`src/rtl/core/prwa_pkg.sv`:
```
// ============================================================================
// prwa_pkg
// Shared types and constants of the peer registry with aging.
// ============================================================================
package prwa_pkg;

    localparam int TABLE_DEPTH_DEF = 32;
    localparam int MAX_LIST        = 32;
    localparam int LIST_CNT_W      = $clog2(MAX_LIST);
    localparam logic [15:0] TIMEOUT_RESET = 16'd600;

    localparam int ADDR_W = 32;
    localparam int PORT_W = 16;
    localparam int TIME_W = 32;
    localparam int S_DATA_W = 56;
    localparam int M_DATA_W = 48;

    typedef enum logic [2:0] {
        ACT_TICK      = 3'd0,
        ACT_HEARTBEAT = 3'd1,
        ACT_SHUTDOWN  = 3'd2,
        ACT_LIST      = 3'd3,
        ACT_PING      = 3'd4
    } t_action;

    typedef enum logic [2:0] {
        ST_REFRESHED  = 3'd0,
        ST_ADDED      = 3'd1,
        ST_TABLE_FULL = 3'd2,
        ST_REMOVED    = 3'd3,
        ST_NOT_FOUND  = 3'd4,
        ST_LIST_ENTRY = 3'd5,
        ST_LIST_EMPTY = 3'd6,
        ST_PING_ACK   = 3'd7
    } t_status;

    typedef enum logic [1:0] {
        SRC_REQ,
        SRC_MEM,
        SRC_ZERO
    } t_src;

    typedef enum logic [2:0] {
        FSM_IDLE,
        FSM_SWEEP,
        FSM_SWEEP_FIN,
        FSM_ACT,
        FSM_LIST_SCAN,
        FSM_LIST_EMIT
    } t_fsm;

    typedef struct packed {
        logic [ADDR_W-1:0] addr;
        logic [PORT_W-1:0] port;
        logic [TIME_W-1:0] stamp;
        logic              keep;
    } t_entry;

    typedef struct packed {
        logic    accept;
        logic    sweep_rd;
        logic    list_rd;
        logic    ptr_inc;
        logic    scan_clr;
        logic    write_add;
        logic    write_refresh;
        logic    clear_match;
        logic    emit;
        t_status status;
        t_src    src;
    } t_dp_cmd;

    typedef struct packed {
        logic    in_is_tick;
        t_action req_action;
        logic    scan_last;
        logic    match_found;
        logic    free_found;
        logic    any_valid;
        logic    ptr_valid;
        logic    list_last;
        logic    out_free;
    } t_dp_stat;

endpackage

```
`src/rtl/core/prwa_datapath.sv`:
```
// ============================================================================
// prwa_datapath
// Entry memory, valid bits, seconds clock, sweep evaluation and result register.
// ============================================================================
module prwa_datapath #(
    parameter int TABLE_DEPTH = prwa_pkg::TABLE_DEPTH_DEF
) (
    input  logic                        i_clk,
    input  logic                        i_rst_n,
    input  prwa_pkg::t_dp_cmd           i_cmd,
    output prwa_pkg::t_dp_stat          o_stat,
    input  logic                        i_cfg_we,
    input  logic [15:0]                 i_cfg_wdata,
    // tdata: peer_address[31:0], peer_port[47:32], keep_forever[48], zero fill
    input  logic [prwa_pkg::S_DATA_W-1:0] i_s_tdata,
    // tuser: action[2:0]
    input  logic [2:0]                  i_s_tuser,
    input  logic                        i_m_tready,
    output logic                        o_m_tvalid,
    // tdata: entry_address[31:0], entry_port[47:32]
    output logic [prwa_pkg::M_DATA_W-1:0] o_m_tdata,
    // tuser: status[2:0]
    output logic [2:0]                  o_m_tuser,
    output logic                        o_m_tlast
);
    import prwa_pkg::*;

    localparam int IDX_W = (TABLE_DEPTH > 1) ? $clog2(TABLE_DEPTH) : 1;

    t_entry r_mem [TABLE_DEPTH];
    t_entry r_rd_data;

    logic [TABLE_DEPTH-1:0] r_valid;
    logic [TIME_W-1:0]      r_time;
    logic [15:0]            r_timeout;

    t_action           r_req_action;
    logic [ADDR_W-1:0] r_req_addr;
    logic [PORT_W-1:0] r_req_port;
    logic              r_req_keep;

    logic [IDX_W-1:0]      r_ptr;
    logic                  r_eval_pend;
    logic [IDX_W-1:0]      r_eval_idx;
    logic                  r_match_found;
    logic [IDX_W-1:0]      r_match_idx;
    logic                  r_match_keep;
    logic                  r_free_found;
    logic [IDX_W-1:0]      r_free_idx;
    logic [LIST_CNT_W-1:0] r_list_cnt;

    logic              r_out_valid;
    t_status           r_out_status;
    logic [ADDR_W-1:0] r_out_addr;
    logic [PORT_W-1:0] r_out_port;
    logic              r_out_last;

    logic [TIME_W-1:0] age;
    logic              eval_valid;
    logic              expired;
    logic              alive;
    logic              is_match;
    logic              higher_valid;
    logic              list_last;
    logic              out_free;

    // Evaluation of the entry read in the previous cycle of the sweep.
    assign age        = r_time - r_rd_data.stamp;
    assign eval_valid = r_valid[r_eval_idx];
    assign expired    = !r_rd_data.keep && (age > {16'd0, r_timeout});
    assign alive      = eval_valid && !expired;
    assign is_match   = alive && (r_rd_data.addr == r_req_addr)
                        && (r_rd_data.port == r_req_port);

    always_comb begin
        higher_valid = 1'b0;
        for (int i = 0; i < TABLE_DEPTH; i++) begin
            if (r_valid[i] && (i > int'(r_ptr))) begin
                higher_valid = 1'b1;
            end
        end
    end

    assign list_last = !higher_valid || (r_list_cnt == LIST_CNT_W'(MAX_LIST - 1));
    assign out_free  = !r_out_valid || i_m_tready;

    always_comb begin
        o_stat             = '0;
        o_stat.in_is_tick  = (i_s_tuser == ACT_TICK);
        o_stat.req_action  = r_req_action;
        o_stat.scan_last   = (r_ptr == IDX_W'(TABLE_DEPTH - 1));
        o_stat.match_found = r_match_found;
        o_stat.free_found  = r_free_found;
        o_stat.any_valid   = |r_valid;
        o_stat.ptr_valid   = r_valid[r_ptr];
        o_stat.list_last   = list_last;
        o_stat.out_free    = out_free;
    end

    // Entry memory: one write port, one registered read port.
    always_ff @(posedge i_clk) begin
        if (i_cmd.write_add) begin
            r_mem[r_free_idx] <= '{addr: r_req_addr, port: r_req_port,
                                   stamp: r_time, keep: r_req_keep};
        end else if (i_cmd.write_refresh) begin
            r_mem[r_match_idx] <= '{addr: r_req_addr, port: r_req_port,
                                    stamp: r_time, keep: r_match_keep};
        end
        if (i_cmd.sweep_rd || i_cmd.list_rd) begin
            r_rd_data <= r_mem[r_ptr];
        end
    end

    // Request payload.
    always_ff @(posedge i_clk) begin
        if (i_cmd.accept) begin
            r_req_action <= t_action'(i_s_tuser);
            r_req_addr   <= i_s_tdata[31:0];
            r_req_port   <= i_s_tdata[47:32];
            r_req_keep   <= i_s_tdata[48];
        end
    end

    always_ff @(posedge i_clk) begin
        if (!i_rst_n) begin
            r_valid       <= '0;
            r_time        <= '0;
            r_timeout     <= TIMEOUT_RESET;
            r_ptr         <= '0;
            r_eval_pend   <= 1'b0;
            r_eval_idx    <= '0;
            r_match_found <= 1'b0;
            r_match_idx   <= '0;
            r_match_keep  <= 1'b0;
            r_free_found  <= 1'b0;
            r_free_idx    <= '0;
            r_list_cnt    <= '0;
        end else begin
            if (i_cfg_we) begin
                r_timeout <= i_cfg_wdata;
            end
            if (i_cmd.accept && (i_s_tuser == ACT_TICK)) begin
                r_time <= r_time + 1'b1;
            end

            r_eval_pend <= i_cmd.sweep_rd;
            if (i_cmd.sweep_rd) begin
                r_eval_idx <= r_ptr;
            end

            if (i_cmd.accept || i_cmd.scan_clr) begin
                r_ptr         <= '0;
                r_match_found <= 1'b0;
                r_free_found  <= 1'b0;
                r_list_cnt    <= '0;
            end else begin
                if (i_cmd.sweep_rd || i_cmd.ptr_inc) begin
                    r_ptr <= r_ptr + 1'b1;
                end
                if (i_cmd.emit && (i_cmd.src == SRC_MEM)) begin
                    r_list_cnt <= r_list_cnt + 1'b1;
                end
                if (r_eval_pend) begin
                    if (eval_valid && expired) begin
                        r_valid[r_eval_idx] <= 1'b0;
                    end
                    if (is_match && !r_match_found) begin
                        r_match_found <= 1'b1;
                        r_match_idx   <= r_eval_idx;
                        r_match_keep  <= r_rd_data.keep;
                    end
                    if (!alive && !r_free_found) begin
                        r_free_found <= 1'b1;
                        r_free_idx   <= r_eval_idx;
                    end
                end
            end

            if (i_cmd.write_add) begin
                r_valid[r_free_idx] <= 1'b1;
            end
            if (i_cmd.clear_match) begin
                r_valid[r_match_idx] <= 1'b0;
            end
        end
    end

    // Result register: holds one transfer until the receiver takes it.
    always_ff @(posedge i_clk) begin
        if (!i_rst_n) begin
            r_out_valid <= 1'b0;
        end else if (i_cmd.emit) begin
            r_out_valid <= 1'b1;
        end else if (i_m_tready) begin
            r_out_valid <= 1'b0;
        end
    end

    always_ff @(posedge i_clk) begin
        if (i_cmd.emit) begin
            r_out_status <= i_cmd.status;
            case (i_cmd.src)
                SRC_MEM: begin
                    r_out_addr <= r_rd_data.addr;
                    r_out_port <= r_rd_data.port;
                    r_out_last <= list_last;
                end
                SRC_ZERO: begin
                    r_out_addr <= '0;
                    r_out_port <= '0;
                    r_out_last <= 1'b1;
                end
                default: begin
                    r_out_addr <= r_req_addr;
                    r_out_port <= r_req_port;
                    r_out_last <= 1'b1;
                end
            endcase
        end
    end

    assign o_m_tvalid = r_out_valid;
    assign o_m_tdata  = {r_out_port, r_out_addr};
    assign o_m_tuser  = r_out_status;
    assign o_m_tlast  = r_out_last;

endmodule

```
`src/rtl/core/prwa_ctrl.sv`:
```
// ============================================================================
// prwa_ctrl
// Sequencer for sweep, table update and list walk of the peer registry.
// ============================================================================
module prwa_ctrl (
    input  logic                i_clk,
    input  logic                i_rst_n,
    input  logic                i_s_tvalid,
    output logic                o_s_tready,
    output prwa_pkg::t_dp_cmd   o_cmd,
    input  prwa_pkg::t_dp_stat  i_stat
);
    import prwa_pkg::*;

    t_fsm r_state;
    t_fsm n_state;

    always_ff @(posedge i_clk) begin
        if (!i_rst_n) begin
            r_state <= FSM_IDLE;
        end else begin
            r_state <= n_state;
        end
    end

    always_comb begin
        n_state    = r_state;
        o_cmd      = '0;
        o_cmd.status = ST_PING_ACK;
        o_cmd.src    = SRC_REQ;
        o_s_tready = 1'b0;

        unique case (r_state)
            FSM_IDLE: begin
                o_s_tready = 1'b1;
                if (i_s_tvalid) begin
                    o_cmd.accept = 1'b1;
                    if (!i_stat.in_is_tick) begin
                        n_state = FSM_SWEEP;
                    end
                end
            end
            FSM_SWEEP: begin
                o_cmd.sweep_rd = 1'b1;
                if (i_stat.scan_last) begin
                    n_state = FSM_SWEEP_FIN;
                end
            end
            FSM_SWEEP_FIN: begin
                // The last entry read is evaluated in this cycle.
                n_state = FSM_ACT;
            end
            FSM_ACT: begin
                unique case (i_stat.req_action)
                    ACT_HEARTBEAT: begin
                        if (i_stat.out_free) begin
                            o_cmd.emit = 1'b1;
                            if (i_stat.match_found) begin
                                o_cmd.write_refresh = 1'b1;
                                o_cmd.status        = ST_REFRESHED;
                            end else if (i_stat.free_found) begin
                                o_cmd.write_add = 1'b1;
                                o_cmd.status    = ST_ADDED;
                            end else begin
                                o_cmd.status = ST_TABLE_FULL;
                            end
                            n_state = FSM_IDLE;
                        end
                    end
                    ACT_SHUTDOWN: begin
                        if (i_stat.out_free) begin
                            o_cmd.emit = 1'b1;
                            if (i_stat.match_found) begin
                                o_cmd.clear_match = 1'b1;
                                o_cmd.status      = ST_REMOVED;
                            end else begin
                                o_cmd.status = ST_NOT_FOUND;
                            end
                            n_state = FSM_IDLE;
                        end
                    end
                    ACT_LIST: begin
                        if (i_stat.any_valid) begin
                            o_cmd.scan_clr = 1'b1;
                            n_state        = FSM_LIST_SCAN;
                        end else if (i_stat.out_free) begin
                            o_cmd.emit   = 1'b1;
                            o_cmd.status = ST_LIST_EMPTY;
                            o_cmd.src    = SRC_ZERO;
                            n_state      = FSM_IDLE;
                        end
                    end
                    ACT_PING: begin
                        if (i_stat.out_free) begin
                            o_cmd.emit   = 1'b1;
                            o_cmd.status = ST_PING_ACK;
                            n_state      = FSM_IDLE;
                        end
                    end
                    default: begin
                        n_state = FSM_IDLE;
                    end
                endcase
            end
            FSM_LIST_SCAN: begin
                if (i_stat.ptr_valid) begin
                    o_cmd.list_rd = 1'b1;
                    n_state       = FSM_LIST_EMIT;
                end else begin
                    o_cmd.ptr_inc = 1'b1;
                end
            end
            FSM_LIST_EMIT: begin
                if (i_stat.out_free) begin
                    o_cmd.emit    = 1'b1;
                    o_cmd.status  = ST_LIST_ENTRY;
                    o_cmd.src     = SRC_MEM;
                    o_cmd.ptr_inc = 1'b1;
                    n_state = i_stat.list_last ? FSM_IDLE : FSM_LIST_SCAN;
                end
            end
            default: begin
                n_state = FSM_IDLE;
            end
        endcase
    end

endmodule

```
`src/rtl/core/peer_registry_with_aging.sv`:
```
// ============================================================================
// peer_registry_with_aging
// Table of peers keyed by address and port, with timeout of stale entries.
// ============================================================================
// Requests arrive on the s_axis channel, one transfer per request, with the
// action in tuser. Results leave on the m_axis channel; tlast marks the final
// result of a request. The user must write the timeout through i_cfg_we and
// i_cfg_wdata only while the block is idle; the block does not enforce this.
// A tick is accepted without leaving idle and gives no result. Every other
// request first sweeps the table, reading one entry per cycle from the entry
// memory; its result is loaded once the sweep is evaluated and the output
// register is free, and the next request is taken when the block is back in
// idle. A list request then walks the table again, one entry per cycle while
// it skips invalid entries, and emits each valid one once the output is free.
// Reset clears all entries, the seconds clock and the output, and restores a
// timeout of 600. A stalled receiver holds the result in the output register;
// the block waits with the next result until that transfer has completed,
// but accepts a new request while the last result is still waiting.
// ============================================================================
module peer_registry_with_aging #(
    parameter int TABLE_DEPTH = prwa_pkg::TABLE_DEPTH_DEF
) (
    input  logic                          i_clk,
    input  logic                          i_rst_n,
    input  logic                          i_cfg_we,
    input  logic [15:0]                   i_cfg_wdata,
    input  logic                          s_axis_tvalid,
    output logic                          s_axis_tready,
    // tdata: peer_address[31:0], peer_port[47:32], keep_forever[48], zero fill
    input  logic [prwa_pkg::S_DATA_W-1:0] s_axis_tdata,
    // tuser: action[2:0]
    input  logic [2:0]                    s_axis_tuser,
    output logic                          m_axis_tvalid,
    input  logic                          m_axis_tready,
    // tdata: entry_address[31:0], entry_port[47:32]
    output logic [prwa_pkg::M_DATA_W-1:0] m_axis_tdata,
    // tuser: status[2:0]
    output logic [2:0]                    m_axis_tuser,
    output logic                          m_axis_tlast
);
    import prwa_pkg::*;

    t_dp_cmd  cmd;
    t_dp_stat stat;

    prwa_ctrl u_ctrl (
        .i_clk      (i_clk),
        .i_rst_n    (i_rst_n),
        .i_s_tvalid (s_axis_tvalid),
        .o_s_tready (s_axis_tready),
        .o_cmd      (cmd),
        .i_stat     (stat)
    );

    prwa_datapath #(
        .TABLE_DEPTH (TABLE_DEPTH)
    ) u_datapath (
        .i_clk       (i_clk),
        .i_rst_n     (i_rst_n),
        .i_cmd       (cmd),
        .o_stat      (stat),
        .i_cfg_we    (i_cfg_we),
        .i_cfg_wdata (i_cfg_wdata),
        .i_s_tdata   (s_axis_tdata),
        .i_s_tuser   (s_axis_tuser),
        .i_m_tready  (m_axis_tready),
        .o_m_tvalid  (m_axis_tvalid),
        .o_m_tdata   (m_axis_tdata),
        .o_m_tuser   (m_axis_tuser),
        .o_m_tlast   (m_axis_tlast)
    );

endmodule

```
`config.mk`:
```
export PLATFORM = sky130hd
export DESIGN_NAME = peer_registry_with_aging
export DESIGN_NICKNAME = d
export VERILOG_FILES = /design/src/rtl/core/prwa_pkg.sv /design/src/rtl/core/prwa_datapath.sv /design/src/rtl/core/prwa_ctrl.sv /design/src/rtl/core/peer_registry_with_aging.sv
export SDC_FILE = /design/constraint.sdc
export NUM_CORES = 2
export LEC_CHECK = 0
export ABC_AREA = 1
export BUFFER_PORTS_ARGS = -buffer_cell sky130_fd_sc_hd__buf_2
export CAP_MARGIN = 20
export CELL_PAD_IN_SITES_DETAIL_PLACEMENT = 2
export CELL_PAD_IN_SITES_GLOBAL_PLACEMENT = 2
export CORE_MARGIN = 2
export CORE_UTILIZATION = 25
export DETAILED_ROUTE_END_ITERATION = 6
export PLACE_DENSITY = 0.62
export SYNTH_ARGS = -nofsm -noshare
export SYNTH_HDL_FRONTEND = slang
export SYNTH_HIERARCHICAL = 1
export SYNTH_SLANG_ARGS = --single-unit
```
`constraint.sdc`:
```
create_clock -name i_clk -period 21.4 [get_ports i_clk]
set_input_delay 1.07 -clock i_clk [delete_from_list [all_inputs] [get_ports i_clk]]
set_output_delay 1.07 -clock i_clk [all_outputs]
set_load 0.02 [all_outputs]
```
* After elaboration in Yosys (flattened, before gate mapping)
Memories as Yosys holds them, arrays and structs flattened. A register that Yosys moved wholly into a read port is not among the register bits.
Index checks and enable logic that the tools add are counted.
** Storage, ports and cells
- Bits in registers :: 217
- Memory bits (writable) :: 2592
- Bits of input ports :: 80
- Output and inout port bits :: 54
- Logic and storage cells :: 260
- Memories :: 1
** Memory list
- u_datapath.r_mem :: depth 32, width 81, rd ports 1, clocked after Yosys merged registers in 1, write ports 1, line prwa_datapath.sv:30 : t_entry r_mem [TABLE_DEPTH];
** Cells by class
- Add/subtract/negate cells :: 4
- Order comparisons :: 39
- Equal/unequal tests :: 20
- Multiplexer cells :: 100
- Bitwise logic cells :: 7
- Reduce and logical (&&, ||, !) cells :: 67
** Operators with widths (count)
- 32-bit 2-to-1 mux :: 7
- 81-bit 2-to-1 mux :: 1
- 81-bit OR reduction :: 1
- 5-bit > comparator (first input constant) :: 16
- 32-bit AND :: 2
- 32-bit inverter :: 2
- 32-bit one-hot mux with 2 select lines :: 1
- 1-bit 2-to-1 mux :: 58
- 1-bit logical AND :: 43
- 4-bit by 5-bit > comparator with 1-bit output (first input constant) :: 8
- 32-bit by 1-bit adder with 32-bit output (second input constant) :: 1
- 32-bit == test :: 1
- 32-bit by 16-bit > comparator with 1-bit output :: 1
- 32-bit OR :: 1
- 16-bit one-hot mux with 2 select lines :: 1
- 32-bit OR reduction :: 1
- 32-bit subtractor :: 1
- 3-bit 2-to-1 mux :: 9
- 5-bit by 6-bit less-than comparator with 1-bit output (second input constant) :: 4
- 3-bit by 5-bit > comparator with 1-bit output (first input constant) :: 4
- 6-bit 2-to-1 mux :: 3
- 3-bit one-hot mux with 6 select lines :: 1
- 16-bit == test :: 1
- 4-bit one-hot mux with 4 select lines :: 1
- other kinds (30) :: 68

* Logic depth before layout (Yosys ltp)
- Word-level depth :: 38
- Mapped depth :: 24

* Cells and area by module
The synthesis kept the hierarchy.
** By module, submodules not included
- prwa_datapath :: times used 1, cells an instance 9188, area each 114710.0 µm²
- prwa_ctrl :: times used 1, cells an instance 102, area each 526.8 µm²

* Worst setup path before layout
Ideal clock, no wire load.
- Kind :: input to register
- From :: in s_axis_tvalid
- To :: reg u_datapath.r_time[27]
- Data arrival time :: 7.388 ns
- Path slack :: 13.894 ns
- Stages on the path :: 16
- Path buffers :: 0
- Path through :: nor3b_1 nand3_2 nor2_1 nand2_1 nor3_2 nand3_1 nor2_1 nand2_1 nor2_2 nand3_1 nor2_1 nand3_1 nor3_2 nand3_1 nand2_1 nor2_1
** On the way
- Word-level cells in the longest chain between the ends :: 3
** Ends and longest elaborated chain
- start: declaration :: line peer_registry_with_aging.sv:27 : input logic s_axis_tvalid,
- 1-bit 2-to-1 mux :: line prwa_ctrl.sv:36 : if (i_s_tvalid) begin
- 1-bit 2-to-1 mux :: line prwa_ctrl.sv:33 : unique case (r_state)
- 1-bit logical AND :: line prwa_datapath.sv:142 : if (i_cmd.accept && (i_s_tuser == ACT_TICK)) begin
- end signal: assignment :: line prwa_datapath.sv:143 : r_time <= r_time + 1'b1;
- end: declaration :: line prwa_datapath.sv:34 : logic [TIME_W-1:0] r_time;
No other way between the ends.
A chain may end at the register's enable or synchronous reset.

==> metrics.csv <==
stage,metric,value,unit
timing,f_max,164,MHz
synthesis,post-synthesis adder-cell area fraction,0.00615,
clock_network,CTS root buf,clkbuf_16,
timing,Setup TNS Final,0,ns
power_and_ir_drop,total power,13.4,mW
global_route,met1 usage,0.241,
synthesis,Post-Synth Simple-Gate Area,0.116,
route,drt pass-1 iters,7,
timing,max-slew violations,0,
finish,Final Instance Area,134000,sq um
clock_network,Clock Sink Count,2890,
global_route,largest net degree at the start of global routing,181,
power_and_ir_drop,Max IR drop VDD,0.0000671,V
floorplanning,Die Span X,683,um
worst_setup_path,crit path launch type,register,
synthesis,Synth top area share,0.724,
worst_setup_path,CP cell instances,nand2_1 > inv_1 > nor4_1 > inv_1 > nand2_1 > nand2_1 > o21ai_0 > nand2_1 > nor2_4 > buf_4 > buf_4,
route,via count,78800,
finish,Final Util,0.292,
timing,Fin. Hold Viols,0,
synthesis,Mapped Cells,9290,
outcome,failing checks,design-rule violations,
outcome,status,"finished, violations left",
place,RD Place Congestion,0.786,
synthesis,Synth area leaders,"edfxtp_1 72%, nor2_1 7.5%, o21ai_0 6.1%",
route,Avg WL per Cell,26.9,um
worst_setup_path,CP max stage cell,buf_4,
route,DRC errors left,18,
worst_setup_path,crit path DAT,6.65,ns
clock_network,CTS tree,yes,
floorplanning,I/O Pins,134,
clock_network,CTS resizes,0,
synthesis,syn nets,9426,
synthesis,post-synthesis sequential area ratio,0.743,
synthesis,number of synthesized flops with an enable pin,2777,
run,max_cap viols,0,
finish,layout cell share with drive strength beyond 1,0.0918,
timing,clk_skew,0.0436,ns
worst_setup_path,Worst Setup End Kind,register,
global_route,gr usage total,0.178,
synthesis,mux contribution to synthesized area,0,
global_route,Top Usage Layer GRT,met2,
timing,Final period util,0.285,
route,Final ANT Viol Nets,0,
global_route,total grt overflow,0,
synthesis,Compound-Gate Fraction of Synth Area,0.103,
timing,Least-Margin Pin Slew,1.29,ns
timing,final setup violating endpoints,0,
power_and_ir_drop,Power Density,100,nW/um^2
timing,Final min period,6.11,ns
synthesis,yosys warns,6,
clock_network,H-tree levels,5,
synthesis,Yosys cell types,58,
route,drt first-iter violations,7042,
clock_network,hold bufs inserted after CTS,0,
synthesis,Synth Flop Type,edfxtp_1,
place,Placed Area,124000,sq um
place,Port Buffers,126,
power_and_ir_drop,Leak,44.6,nW
clock_network,Num CTS Buffers,321,
worst_setup_path,Setup CP Type,reg -> reg,
finish,Area Growth Syn to Fin,16.5,%
place,Post-Place Setup Slack,14.36,ns
global_route,vias in the first global route,85100,
finish,multi-input combinational cell area,26600,sq um
global_route,met3 Use GR,0.0177,
global_route,met2 GRT Util,0.301,
synthesis,fraction of registers with async set/reset,0,
worst_setup_path,WP buf/inv,4,
timing,worst setup margin,15.29,ns
place,hpwl dp,235000,um
clock_network,worst skew pair latency,0.92,ns
worst_setup_path,Crit Path Max Fanout,36,
finish,FILL cells,48700,
synthesis,"Avg Cell Area, Syn",12.4,sq um
floorplanning,Die Ht,683,um
timing,max_slew headroom,0.139,
clock_network,clock transition at the registers of the reported paths,0.06,ns
floorplanning,total die area,466000,sq um
worst_setup_path,Top Family by Delay on Critical Path,simple AND/OR/NAND/NOR gates,
global_route,initial antenna violation count,25,
synthesis,leading area contributor after synthesis,edfxtp_1,
worst_setup_path,Max stage delay on crit path,0.98,ns
synthesis,Post-Synth XOR/XNOR Area,0.00205,
synthesis,largest family of logic cells by synthesized area,simple AND/OR/NAND/NOR gates,
finish,Nets,9578,
min_path,Worst Hold Class,in -> reg,
clock_network,post-CTS setup buffer count,0,
floorplanning,Initial Util,0.251,
clock_network,CTS Buffer Depth,4,
timing,RSZ-0062 raised after global routing,false,
route,DRT Wirelength,427000,um
floorplanning,area of the core,460000,sq um
synthesis,mapped cell area,115000,sq um
worst_setup_path,Critical Path RT,21.94,ns
route,Vias/cell,4.97,
worst_setup_path,Most common cell on crit path,nand2_1,
synthesis,Seq cells post-synth,2890,
finish,Sequential Area,85700,sq um
global_route,first-pass GRT wire length,611000,um
floorplanning,row count,249,
## layout make-up
type / instances / share of cell area
Inverter: 347 / 0.00998
Clock inverter: 161 / 0.0125
Antenna cell: 24 / 0.000447
Multi-Input combinational cell: 5527 / 0.198
Tap cell: 6149 / 0.0573
Clock buffer: 402 / 0.0634
Timing Repair Buffer: 355 / 0.0201
Sequential cell: 2890 / 0.638
## cells in the final DEF, fill, tap and decap left out, types with 12 or more instances in the layout
master	count
a21oi_1	218
a41oi_1	82
buf_12	14
buf_2	125
buf_4	207
bufinv_16	32
clkbuf_1	70
clkbuf_16	326
clkinv_1	61
clkinv_2	41
dfxtp_1	112
diode_2	24
edfxtp_1	2777
ha_1	54
inv_1	325
inv_2	15
inv_6	14
nand2_1	573
nand3_1	175
nand4_1	141
nor2_1	2272
nor2_2	12
nor2_4	38
nor3_1	62
nor4_1	19
o2111ai_1	12
o21ai_0	1397
o22ai_1	192
o32ai_1	162
xor2_1	25
## cell usage after synthesis (3+ instances only)
library cell  instances
a211oi_1              5
o21a_1                3
a21oi_1             218
a2111oi_0             3
buf_2                 8
o2111ai_1            12
o32ai_1             162
and2_1                3
inv_1               332
buf_4                 4
nor3_1               62
edfxtp_1           2777
nand3_1             175
dfxtp_1             113
o22ai_1             192
a311oi_1              4
nor2_1             2310
nand3b_1              5
o221ai_1              9
a22oi_1               4
ha_1                 55
nand4_1             141
nand2_2               7
nor2_2               12
inv_2                14
nor3_2                7
xor2_1               25
buf_1                40
a31oi_1               5
and3_1                3
o21ai_0            1398
nand2_1             574
o21bai_1              4
nor4_1               19
a41oi_1              82
nor3b_1               3
nand3_2               3
clkbuf_1            472
## worst register-to-register path, stage by stage, from the launching register on
cell,delay (ns)
dfxtp_1,0.31
nand2_1,0.27
inv_1,0.18
nor4_1,0.65
inv_1,0.12
nand2_1,0.38
nand2_1,0.09
o21ai_0,0.32
nand2_1,0.67
nor2_4,0.96
buf_4,0.98
buf_4,0.80
## final timing paths
| check | from | cells after the start | slack (ns) | to |
|---|---|---|---|---|
| min reg2reg | u_datapath/r_timeout[15] | 2 | 0.47 | u_datapath/r_timeout[15] |
| min | s_axis_tdata[3] | 1 | 0.32 | u_datapath/r_req_addr[3] |
| max reg2reg | u_datapath/o_m_tvalid | 11 | 15.29 | u_datapath/r_mem[28][79] |
| max | u_datapath/o_m_tvalid | 11 | 15.29 | u_datapath/r_mem[28][79] |
## power breakdown
part           leakage, nW  internal [mW]  switching, mW  total (mW)
Clock                 4.97           3.20           2.32        5.52
Sequential            26.9           6.33         0.0771        6.41
Combinational         12.8          0.340           1.15        1.49
Total                 44.6           9.87           3.54        13.4
## sequential cells by signal, indices dropped and copies added, names as in the netlist, 5 cells and up
name                    cells
u_datapath/r_time          32
u_datapath/r_out_port      16
u_datapath/r_ptr            5
u_datapath/r_req_port      16
u_datapath/r_valid         32
u_datapath/r_match_idx      5
u_datapath/r_list_cnt       5
u_datapath/r_timeout       16
u_datapath/r_req_addr      32
u_datapath/r_mem         2592
u_datapath/r_eval_idx       5
u_datapath/r_free_idx       5
u_datapath/r_rd_data       81
u_datapath/r_out_addr      32
## per-layer routing
metal  wire [um]  vias to the layer above  part of all wire
li1            -                    34000                 -
met1      189000                    42100              0.44
met2      204000                     2057              0.48
met3       19900                      629             0.047
met4       13200                        6             0.031
met5          43                        -           0.00010
## stage by stage
stage	hold WS [ns]	instances
2_1_floorplan	0.435	9290
3_3_place_gp	0.458	15300
3_5_place_dp	0.472	15300
4_1_cts	0.249	15800
5_1_grt	0.290	15900
6_report	0.325	15900
## logic make-up after synthesis
kind of cell	Yosys count
xor gates and xnor gates	27
and+or+nand+nor	3332
AOI/OAI and AO/OA	2112
buffers and inverters	873
adders and majority gates	56
DFF	2890
No activity file was read; power rests on OpenSTA's default activity.
